**src/rtl/ngh_pkg.sv**
```systemverilog
// ----------------------------------------------------------------------------
// ngh_pkg
// Shared types and register map of the sidechain noise gate.
// ----------------------------------------------------------------------------
package ngh_pkg;

    localparam int NUM_REGS   = 7;
    localparam int CFG_ADDR_W = 5;

    typedef enum logic [2:0] {
        REG_GATE_ENABLE  = 3'd0,
        REG_HP_COEFF     = 3'd1,
        REG_LP_COEFF     = 3'd2,
        REG_ENV_ATTACK   = 3'd3,
        REG_ENV_RELEASE  = 3'd4,
        REG_GAIN_ATTACK  = 3'd5,
        REG_GAIN_RELEASE = 3'd6
    } t_reg_idx;

    typedef enum logic [2:0] {
        ST_IDLE,
        ST_OPER,
        ST_MUL,
        ST_APPLY,
        ST_DONE
    } t_state;

    // one entry per pass through the shared multiplier
    typedef enum logic [2:0] {
        STEP_HL,
        STEP_LP,
        STEP_ENV,
        STEP_GAIN,
        STEP_OUT
    } t_step;

endpackage

```
**src/rtl/noise_gate_hysteresis.sv**
```systemverilog
// ----------------------------------------------------------------------------
// noise_gate_hysteresis
// Sidechain-detected noise gate with hysteresis and smoothed gain.
//
// Input channel (i_in_valid / o_in_ready) takes one item: a sidechain sample
// and an audio sample. Output channel (o_out_valid / i_out_ready) returns the
// gated sample and the hysteresis flag. Coefficients and the enable bit sit in an
// APB register file, written by the user only while idle; the block does not enforce it.
// One multiplier is shared over five passes per item: high-pass low part,
// sidechain low-pass, envelope, gain smoothing and the final audio scaling.
// Each pass runs through operand setup, multiply and accumulate (OPER, MUL,
// APPLY), and an enabled item reaches DONE after its last pass; a bypassed
// item (gate disabled) goes from acceptance straight to DONE. No new item is
// taken until the current one has left DONE.
// o_in_ready is high only between items.
// The result sits in an output register; the next item is taken while it
// waits. If the receiver stalls, a finished item holds in the last step
// until the output register frees.
// Reset (synchronous, active low) restores the default coefficients, clears
// the filter, envelope and gain state and closes the gate.
// ----------------------------------------------------------------------------
module noise_gate_hysteresis #(
    parameter int SAMPLE_BITS = 24,
    parameter int COEFF_BITS  = 24
) (
    input  logic                                i_clk,
    input  logic                                i_rst_n,

    input  logic                                i_in_valid,
    output logic                                o_in_ready,
    input  logic signed [SAMPLE_BITS-1:0]       i_sidechain_sample,
    input  logic signed [SAMPLE_BITS-1:0]       i_audio_sample,

    output logic                                o_out_valid,
    input  logic                                i_out_ready,
    output logic signed [SAMPLE_BITS-1:0]       o_gated_sample,
    output logic                                o_gate_open,

    input  logic                                psel,
    input  logic                                penable,
    input  logic                                pwrite,
    input  logic [ngh_pkg::CFG_ADDR_W-1:0]      paddr,
    input  logic [31:0]                         pwdata,
    output logic [31:0]                         prdata,
    output logic                                pready
);

    localparam int S  = SAMPLE_BITS;
    localparam int C  = COEFF_BITS;
    localparam int MW = (S + 2 > C + 1) ? S + 2 : C + 1;  // multiplier magnitude width
    localparam int DW = MW + 1;                           // signed datapath width
    localparam int PW = C + 1 + MW;                       // full product width

    localparam logic [63:0] HALF_SCALE  = 64'd1 << (S - 1);
    localparam logic [63:0] THR_OPEN_W  = (HALF_SCALE + 64'd500) / 64'd1000;
    localparam logic [63:0] THR_CLOSE_W = (HALF_SCALE * 64'd9 + 64'd10000) / 64'd20000;
    localparam logic [S-1:0] THR_OPEN   = THR_OPEN_W[S-1:0];
    localparam logic [S-1:0] THR_CLOSE  = THR_CLOSE_W[S-1:0];
    localparam logic [C:0]   UNITY      = {1'b1, {C{1'b0}}};
    localparam logic [PW-1:0] RND       = PW'(1) << (C - 1);

    // ---------------- register file ----------------
    logic         r_enable;
    logic [C-1:0] r_hp_coeff;
    logic [C-1:0] r_lp_coeff;
    logic [C-1:0] r_env_attack;
    logic [C-1:0] r_env_release;
    logic [C-1:0] r_gain_attack;
    logic [C-1:0] r_gain_release;

    logic             w_cfg_wr;
    ngh_pkg::t_reg_idx w_cfg_idx;

    assign pready    = 1'b1;
    assign w_cfg_wr  = psel & penable & pwrite;
    assign w_cfg_idx = ngh_pkg::t_reg_idx'(paddr[4:2]);

    always_ff @(posedge i_clk) begin
        if (!i_rst_n) begin
            r_enable       <= 1'b1;
            r_hp_coeff     <= C'(216765);
            r_lp_coeff     <= C'(4952960);
            r_env_attack   <= C'(231405);
            r_env_release  <= C'(1589);
            r_gain_attack  <= C'(345890);
            r_gain_release <= C'(1942);
        end else if (w_cfg_wr) begin
            case (w_cfg_idx)
                ngh_pkg::REG_GATE_ENABLE:  r_enable       <= pwdata[0];
                ngh_pkg::REG_HP_COEFF:     r_hp_coeff     <= pwdata[C-1:0];
                ngh_pkg::REG_LP_COEFF:     r_lp_coeff     <= pwdata[C-1:0];
                ngh_pkg::REG_ENV_ATTACK:   r_env_attack   <= pwdata[C-1:0];
                ngh_pkg::REG_ENV_RELEASE:  r_env_release  <= pwdata[C-1:0];
                ngh_pkg::REG_GAIN_ATTACK:  r_gain_attack  <= pwdata[C-1:0];
                ngh_pkg::REG_GAIN_RELEASE: r_gain_release <= pwdata[C-1:0];
                default: ;
            endcase
        end
    end

    always_comb begin
        case (w_cfg_idx)
            ngh_pkg::REG_GATE_ENABLE:  prdata = {31'd0, r_enable};
            ngh_pkg::REG_HP_COEFF:     prdata = 32'(r_hp_coeff);
            ngh_pkg::REG_LP_COEFF:     prdata = 32'(r_lp_coeff);
            ngh_pkg::REG_ENV_ATTACK:   prdata = 32'(r_env_attack);
            ngh_pkg::REG_ENV_RELEASE:  prdata = 32'(r_env_release);
            ngh_pkg::REG_GAIN_ATTACK:  prdata = 32'(r_gain_attack);
            ngh_pkg::REG_GAIN_RELEASE: prdata = 32'(r_gain_release);
            default:                   prdata = 32'd0;
        endcase
    end

    // ---------------- sequencer ----------------
    ngh_pkg::t_state r_state, n_state;
    ngh_pkg::t_step  r_step;

    logic w_in_acc;
    logic w_out_free;

    assign o_in_ready = (r_state == ngh_pkg::ST_IDLE);
    assign w_in_acc   = i_in_valid & o_in_ready;
    assign w_out_free = !o_out_valid || i_out_ready;

    always_ff @(posedge i_clk) begin
        if (!i_rst_n) begin
            r_state <= ngh_pkg::ST_IDLE;
        end else begin
            r_state <= n_state;
        end
    end

    always_comb begin
        n_state = r_state;
        case (r_state)
            ngh_pkg::ST_IDLE: begin
                if (w_in_acc) begin
                    n_state = r_enable ? ngh_pkg::ST_OPER : ngh_pkg::ST_DONE;
                end
            end
            ngh_pkg::ST_OPER:  n_state = ngh_pkg::ST_MUL;
            ngh_pkg::ST_MUL:   n_state = ngh_pkg::ST_APPLY;
            ngh_pkg::ST_APPLY: begin
                n_state = (r_step == ngh_pkg::STEP_OUT) ? ngh_pkg::ST_DONE : ngh_pkg::ST_OPER;
            end
            ngh_pkg::ST_DONE: begin
                if (w_out_free) begin
                    n_state = ngh_pkg::ST_IDLE;
                end
            end
            default: n_state = ngh_pkg::ST_IDLE;
        endcase
    end

    // ---------------- datapath ----------------
    logic signed [S-1:0]   r_sc;
    logic signed [S-1:0]   r_audio;
    logic signed [S-1:0]   r_hl;      // low part of the high-pass
    logic signed [S+1:0]   r_lp;      // sidechain low-pass, two guard bits
    logic        [S-1:0]   r_env;
    logic        [C:0]     r_gain;
    logic                  r_flag;
    logic        [C:0]     r_ma;
    logic        [MW-1:0]  r_mb;
    logic                  r_neg;
    logic        [MW-1:0]  r_prod;
    logic signed [S-1:0]   r_res;

    logic signed [DW-1:0]  w_hpv;
    logic        [S+1:0]   w_lp_abs;
    logic        [S-1:0]   w_mag;
    logic                  w_flag;
    logic signed [DW-1:0]  w_diff;
    logic        [C:0]     w_coef;
    logic        [PW-1:0]  w_prod;
    logic signed [DW-1:0]  w_sval;
    logic signed [DW-1:0]  w_base;
    logic signed [DW-1:0]  w_sum;

    assign w_hpv    = DW'(r_sc) - DW'(r_hl);
    assign w_lp_abs = r_lp[S+1] ? (S+2)'(-r_lp) : r_lp;
    // magnitude saturates at full unsigned scale
    assign w_mag    = (w_lp_abs[S+1:S] != 2'b00) ? {S{1'b1}} : w_lp_abs[S-1:0];
    assign w_flag   = r_flag ? !(r_env < THR_CLOSE) : (r_env >= THR_OPEN);

    // operand selection for the current pass
    always_comb begin
        case (r_step)
            ngh_pkg::STEP_HL: begin
                w_diff = DW'(r_sc) - DW'(r_hl);
                w_coef = {1'b0, r_hp_coeff};
            end
            ngh_pkg::STEP_LP: begin
                w_diff = w_hpv - DW'(r_lp);
                w_coef = {1'b0, r_lp_coeff};
            end
            ngh_pkg::STEP_ENV: begin
                w_diff = DW'($signed({1'b0, w_mag})) - DW'($signed({1'b0, r_env}));
                w_coef = (w_mag > r_env) ? {1'b0, r_env_attack} : {1'b0, r_env_release};
            end
            ngh_pkg::STEP_GAIN: begin
                w_diff = (w_flag ? DW'($signed({1'b0, UNITY})) : DW'(0))
                       - DW'($signed({1'b0, r_gain}));
                w_coef = (w_flag && (r_gain < UNITY)) ? {1'b0, r_gain_attack}
                                                      : {1'b0, r_gain_release};
            end
            ngh_pkg::STEP_OUT: begin
                w_diff = DW'(r_audio);
                w_coef = r_gain;
            end
            default: begin
                w_diff = '0;
                w_coef = '0;
            end
        endcase
    end

    // rounded product, ties away from zero after the sign is restored
    assign w_prod = PW'(r_ma) * PW'(r_mb) + RND;
    assign w_sval = r_neg ? -$signed({1'b0, r_prod}) : $signed({1'b0, r_prod});

    always_comb begin
        case (r_step)
            ngh_pkg::STEP_HL:   w_base = DW'(r_hl);
            ngh_pkg::STEP_LP:   w_base = DW'(r_lp);
            ngh_pkg::STEP_ENV:  w_base = DW'($signed({1'b0, r_env}));
            ngh_pkg::STEP_GAIN: w_base = DW'($signed({1'b0, r_gain}));
            default:            w_base = '0;
        endcase
    end

    assign w_sum = w_base + w_sval;

    always_ff @(posedge i_clk) begin
        if (!i_rst_n) begin
            r_step <= ngh_pkg::STEP_HL;
            r_hl   <= '0;
            r_lp   <= '0;
            r_env  <= '0;
            r_gain <= '0;
            r_flag <= 1'b0;
        end else begin
            case (r_state)
                ngh_pkg::ST_IDLE: begin
                    r_step <= ngh_pkg::STEP_HL;
                    if (w_in_acc) begin
                        r_sc    <= i_sidechain_sample;
                        r_audio <= i_audio_sample;
                        r_res   <= i_audio_sample;   // bypass value
                    end
                end
                ngh_pkg::ST_OPER: begin
                    r_ma  <= w_coef;
                    r_mb  <= w_diff[DW-1] ? MW'(-w_diff) : MW'(w_diff);
                    r_neg <= w_diff[DW-1];
                    if (r_step == ngh_pkg::STEP_GAIN) begin
                        r_flag <= w_flag;
                    end
                end
                ngh_pkg::ST_MUL: begin
                    r_prod <= w_prod[C +: MW];
                end
                ngh_pkg::ST_APPLY: begin
                    case (r_step)
                        ngh_pkg::STEP_HL: begin
                            r_hl   <= w_sum[S-1:0];
                            r_step <= ngh_pkg::STEP_LP;
                        end
                        ngh_pkg::STEP_LP: begin
                            r_lp   <= w_sum[S+1:0];
                            r_step <= ngh_pkg::STEP_ENV;
                        end
                        ngh_pkg::STEP_ENV: begin
                            r_env  <= w_sum[S-1:0];
                            r_step <= ngh_pkg::STEP_GAIN;
                        end
                        ngh_pkg::STEP_GAIN: begin
                            r_gain <= w_sum[C:0];
                            r_step <= ngh_pkg::STEP_OUT;
                        end
                        ngh_pkg::STEP_OUT: begin
                            r_res  <= w_sum[S-1:0];
                        end
                        default: ;
                    endcase
                end
                default: ;
            endcase
        end
    end

    // ---------------- output register ----------------
    always_ff @(posedge i_clk) begin
        if (!i_rst_n) begin
            o_out_valid <= 1'b0;
        end else if (r_state == ngh_pkg::ST_DONE && w_out_free) begin
            o_out_valid <= 1'b1;
        end else if (i_out_ready) begin
            o_out_valid <= 1'b0;
        end
    end

    always_ff @(posedge i_clk) begin
        if (r_state == ngh_pkg::ST_DONE && w_out_free) begin
            o_gated_sample <= r_res;
            o_gate_open    <= r_flag;
        end
    end

endmodule

```
**config.mk**
```make
export PLATFORM = sky130hd
export DESIGN_NAME = noise_gate_hysteresis
export DESIGN_NICKNAME = d
export VERILOG_FILES = /design/src/rtl/ngh_pkg.sv /design/src/rtl/noise_gate_hysteresis.sv
export SDC_FILE = /design/constraint.sdc
export NUM_CORES = 2
export LEC_CHECK = 0
export BUFFER_PORTS_ARGS = -buffer_cell sky130_fd_sc_hd__buf_2
export CELL_PAD_IN_SITES_DETAIL_PLACEMENT = 0
export CELL_PAD_IN_SITES_GLOBAL_PLACEMENT = 1
export CORE_UTILIZATION = 35
export CTS_CLUSTER_SIZE = 16
export DETAILED_ROUTE_END_ITERATION = 6
export GPL_ROUTABILITY_DRIVEN = 0
export HOLD_SLACK_MARGIN = 0.15
export PLACE_DENSITY_LB_ADDON = 0.1
export SYNTH_ARGS = -nofsm -noshare
export SYNTH_HDL_FRONTEND = slang
export SYNTH_SLANG_ARGS = --single-unit
```
**constraint.sdc**
```tcl
create_clock -name i_clk -period 8.9 [get_ports i_clk]
set_input_delay 2.67 -clock i_clk [delete_from_list [all_inputs] [get_ports i_clk]]
set_output_delay 2.67 -clock i_clk [all_outputs]
set_load 0.1 [all_outputs]
```
==> implementation parameters <==
Parameter                              Value

Clock network
  Total of cells resized after clock tree synthesis ... 0
  TritonCTS Buffers ... 49
  Clock tree from TritonCTS ... done
  Setup Fix Bufs, Post-CTS ... 0
  Register clock-pin slew on the reported worst setup and hold paths ... 0.07 ns
  Cts hold-fix bufs ... 0
  Number of buffers between clock root and the deepest sink ... 3
  Clock root cell ... clkbuf_16
  Clock latency of the later-clocked register in the worst-skew pair ... 0.64 ns
  Clock Sinks ... 427
  H-tree depth ... 2

Final layout
  Most common cell after layout, fill and taps aside ... nand2_1
  Relative area change from synthesis to final layout ... 10.2%
  Number of antenna cells inserted ... 0
  Fraction of layout cells with a size suffix above 1 ... 7.93%
  Area of all placed cells without fillers ... 50600 um2
  Most frequent cells in the layout ... 866 x nand2_1, 713 x inv_1, 552 x fa_1
  Final net count ... 6293

Floorplan
  Area of the core region ... 130000 um2
  Number of top-level pins ... 152
  Starting utilization of the core area ... 35.3%
  Die W ... 364 um
  Overall die height ... 364 um
  Number of placement rows ... 132
  Total Die Area ... 133000 um2

Detailed routing
  Routed via count ... 37237
  Total Routed Length ... 167 mm
  Drt first-iter violations ... 2450
  DRT antenna net count ... 0
  Final routed DRC violation total ... 0
  WL/cell ... 23.4 um
  Number of vias per cell after detailed routing ... 5.22
  Number of iterations in the first detailed-routing pass ... 6

STA
  Slew @ Worst Pin ... 1.29 ns
  Number of max-slew violations in the final report ... 0
  Fin Setup TNS ... 0 ns
  Worst slew margin ... 13.3%
  Unrepaired setup endpoints after global routing ... false
  Final clock period utilization by the worst path ... 90.5%
  Worst-case clock skew ... 0.0315 ns
  Final Critical Period ... 8.05 ns
  Count of final hold-check violations ... 0
  Achievable clock frequency ... 124 MHz
  Finish-stage setup viols ... 0

Yosys
  Count of state elements after synthesis ... 427
  Mean post-synth cell area ... 8.64 um2
  Syn Inst Count ... 5306
  Syn Std Cell Area ... 45900 um2
  YS warnings ... 0
  Count of flip-flops with a built-in enable after synthesis ... 175
  Number of distinct library cells after synthesis ... 92
  Largest cells by area after synthesis ... fa_1 24%, edfxtp_1 11%, dfxtp_1 11%
  Sequential area share after synthesis ... 22.5%
  Most used flip-flop cell after synthesis ... dfxtp_1
  Synth area leader ... fa_1
  Asr flop ratio synth ... 0%
  Share of the synthesized area in the top cell type ... 24.1%

Critical path
  Data required time at the worst endpoint ... 9.24 ns
  Critical Path Start Type ... register
  Highest fanout seen on the critical path ... 13
  WP buf/inv ... 4
  Critical Path End Type ... register
  Cell type group with the largest total delay on the critical path ... compound AO/OA/AOI/OAI gates
  R2r setup slk ... 0.85 ns
  Data arrival time at the worst-slack endpoint ... 8.40 ns
  Largest incremental delay on the critical path ... 0.71 ns
  Cell with the largest stage delay on the worst path ... o22ai_2
  WS Path Type ... reg2reg

Run
  Number of max-cap violations ... 0

Status
  Result of the run ... complete, no violations

Global route
  Congestion Overflow GR ... 0
  Via count of the first global-routing pass ... 38104
  Overall track demand over capacity in global routing ... 25.4%
  Initial antenna violation count ... 12
  Largest net degree at the start of global routing ... 110
  Global-route wire length before repair ... 250 mm

Min path
  Worst min-delay path class ... reg2reg

Placed design
  Port bufs ... 132
  DPL Wire Length ... 129 mm
  Placed inst area ... 48800 um2
==> stage by stage <==
step                hold WS [ns]  util, %  cells  setup WS [ns]
floorplan                  0.400        -   5313           1.52
detailed placement         0.405     37.6   7039          0.717
global route               0.431     39.0   7129          0.339
global placement           0.404     37.6   7039          0.750
CTS                        0.421     39.0   7129          0.692
finish                     0.420     39.0   7129          0.845
==> cell families after synthesis <==
group	Yosys count	synth area share, %
fa+ha+maj	853	32.3
compound gates	896	12.6
buf+inv	1016	8.41
flops	427	22.5
simple gates	1857	19.1
other cells	2	0.0164
mux	76	1.72
xor+xnor	179	3.42
==> Yosys cell counts (50+ instances only) <==
master    instances
nand2_1         866
inv_1           713
fa_1            552
and2_1          351
ha_1            301
a21oi_1         287
clkbuf_1        279
nor2_1          263
dfxtp_1         252
edfxtp_1        175
o21ai_0         175
xnor2_1         129
nand3_1         126
a22oi_1         105
mux2i_1          70
xor2_1           50
==> flip-flops by register name, summed over array words and instances, names as in the netlist, 25 cells and up <==
| register | flops |
|---|---|
| r_lp | 26 |
| r_mb | 26 |
| r_prod | 26 |
| r_gain | 25 |
| r_ma | 25 |
==> path summary, 6_finish.rpt <==
kind | start | cells past startpoint | to
worst min register to register | r_res[7]$_DFFE_PP_ | 0 | o_gated_sample[7]$_DFFE_PP_
worst max register to register | r_lp[7]$_SDFFE_PN0P_ | 25 | r_ma[12]$_DFFE_PP_
worst min-delay path | r_res[7]$_DFFE_PP_ | 0 | o_gated_sample[7]$_DFFE_PP_
worst max-delay path | r_lp[7]$_SDFFE_PN0P_ | 25 | r_ma[12]$_DFFE_PP_
==> per-layer routing <==
| layer | up-vias | wire length, um | global-route usage, % |
|---|---|---|---|
| li1 | 17446 | - | - |
| met4 | 16 | 5880 | 8.46 |
| met3 | 220 | 8690 | 3.59 |
| met1 | 18629 | 75600 | 34.5 |
| met5 | - | 80 | 0 |
| met2 | 926 | 76600 | 41.2 |
==> cell type report <==
cell class / count / area (um2)
clock buffer: 55 / 1300
clock inverter: 35 / 419
fill: 13499 / 79200
inverter: 715 / 2690
multi-input combinational: 3870 / 31800
sequential: 427 / 10300
tap: 1742 / 2180
timing repair buffer: 285 / 1850
==> worst reg2reg max path: cells and delay by family (launching register included) <==
family / cells / cell delay [ns]
compound gates: 9 / 3.34
simple gates: 10 / 2.55
buf+inv: 4 / 1.08
flops: 1 / 0.36
fa+ha+maj: 1 / 0.33
mux: 1 / 0.12
Power is not shown: default switching activity piles up to over one toggle a cycle in this logic, so the estimate is an artifact.
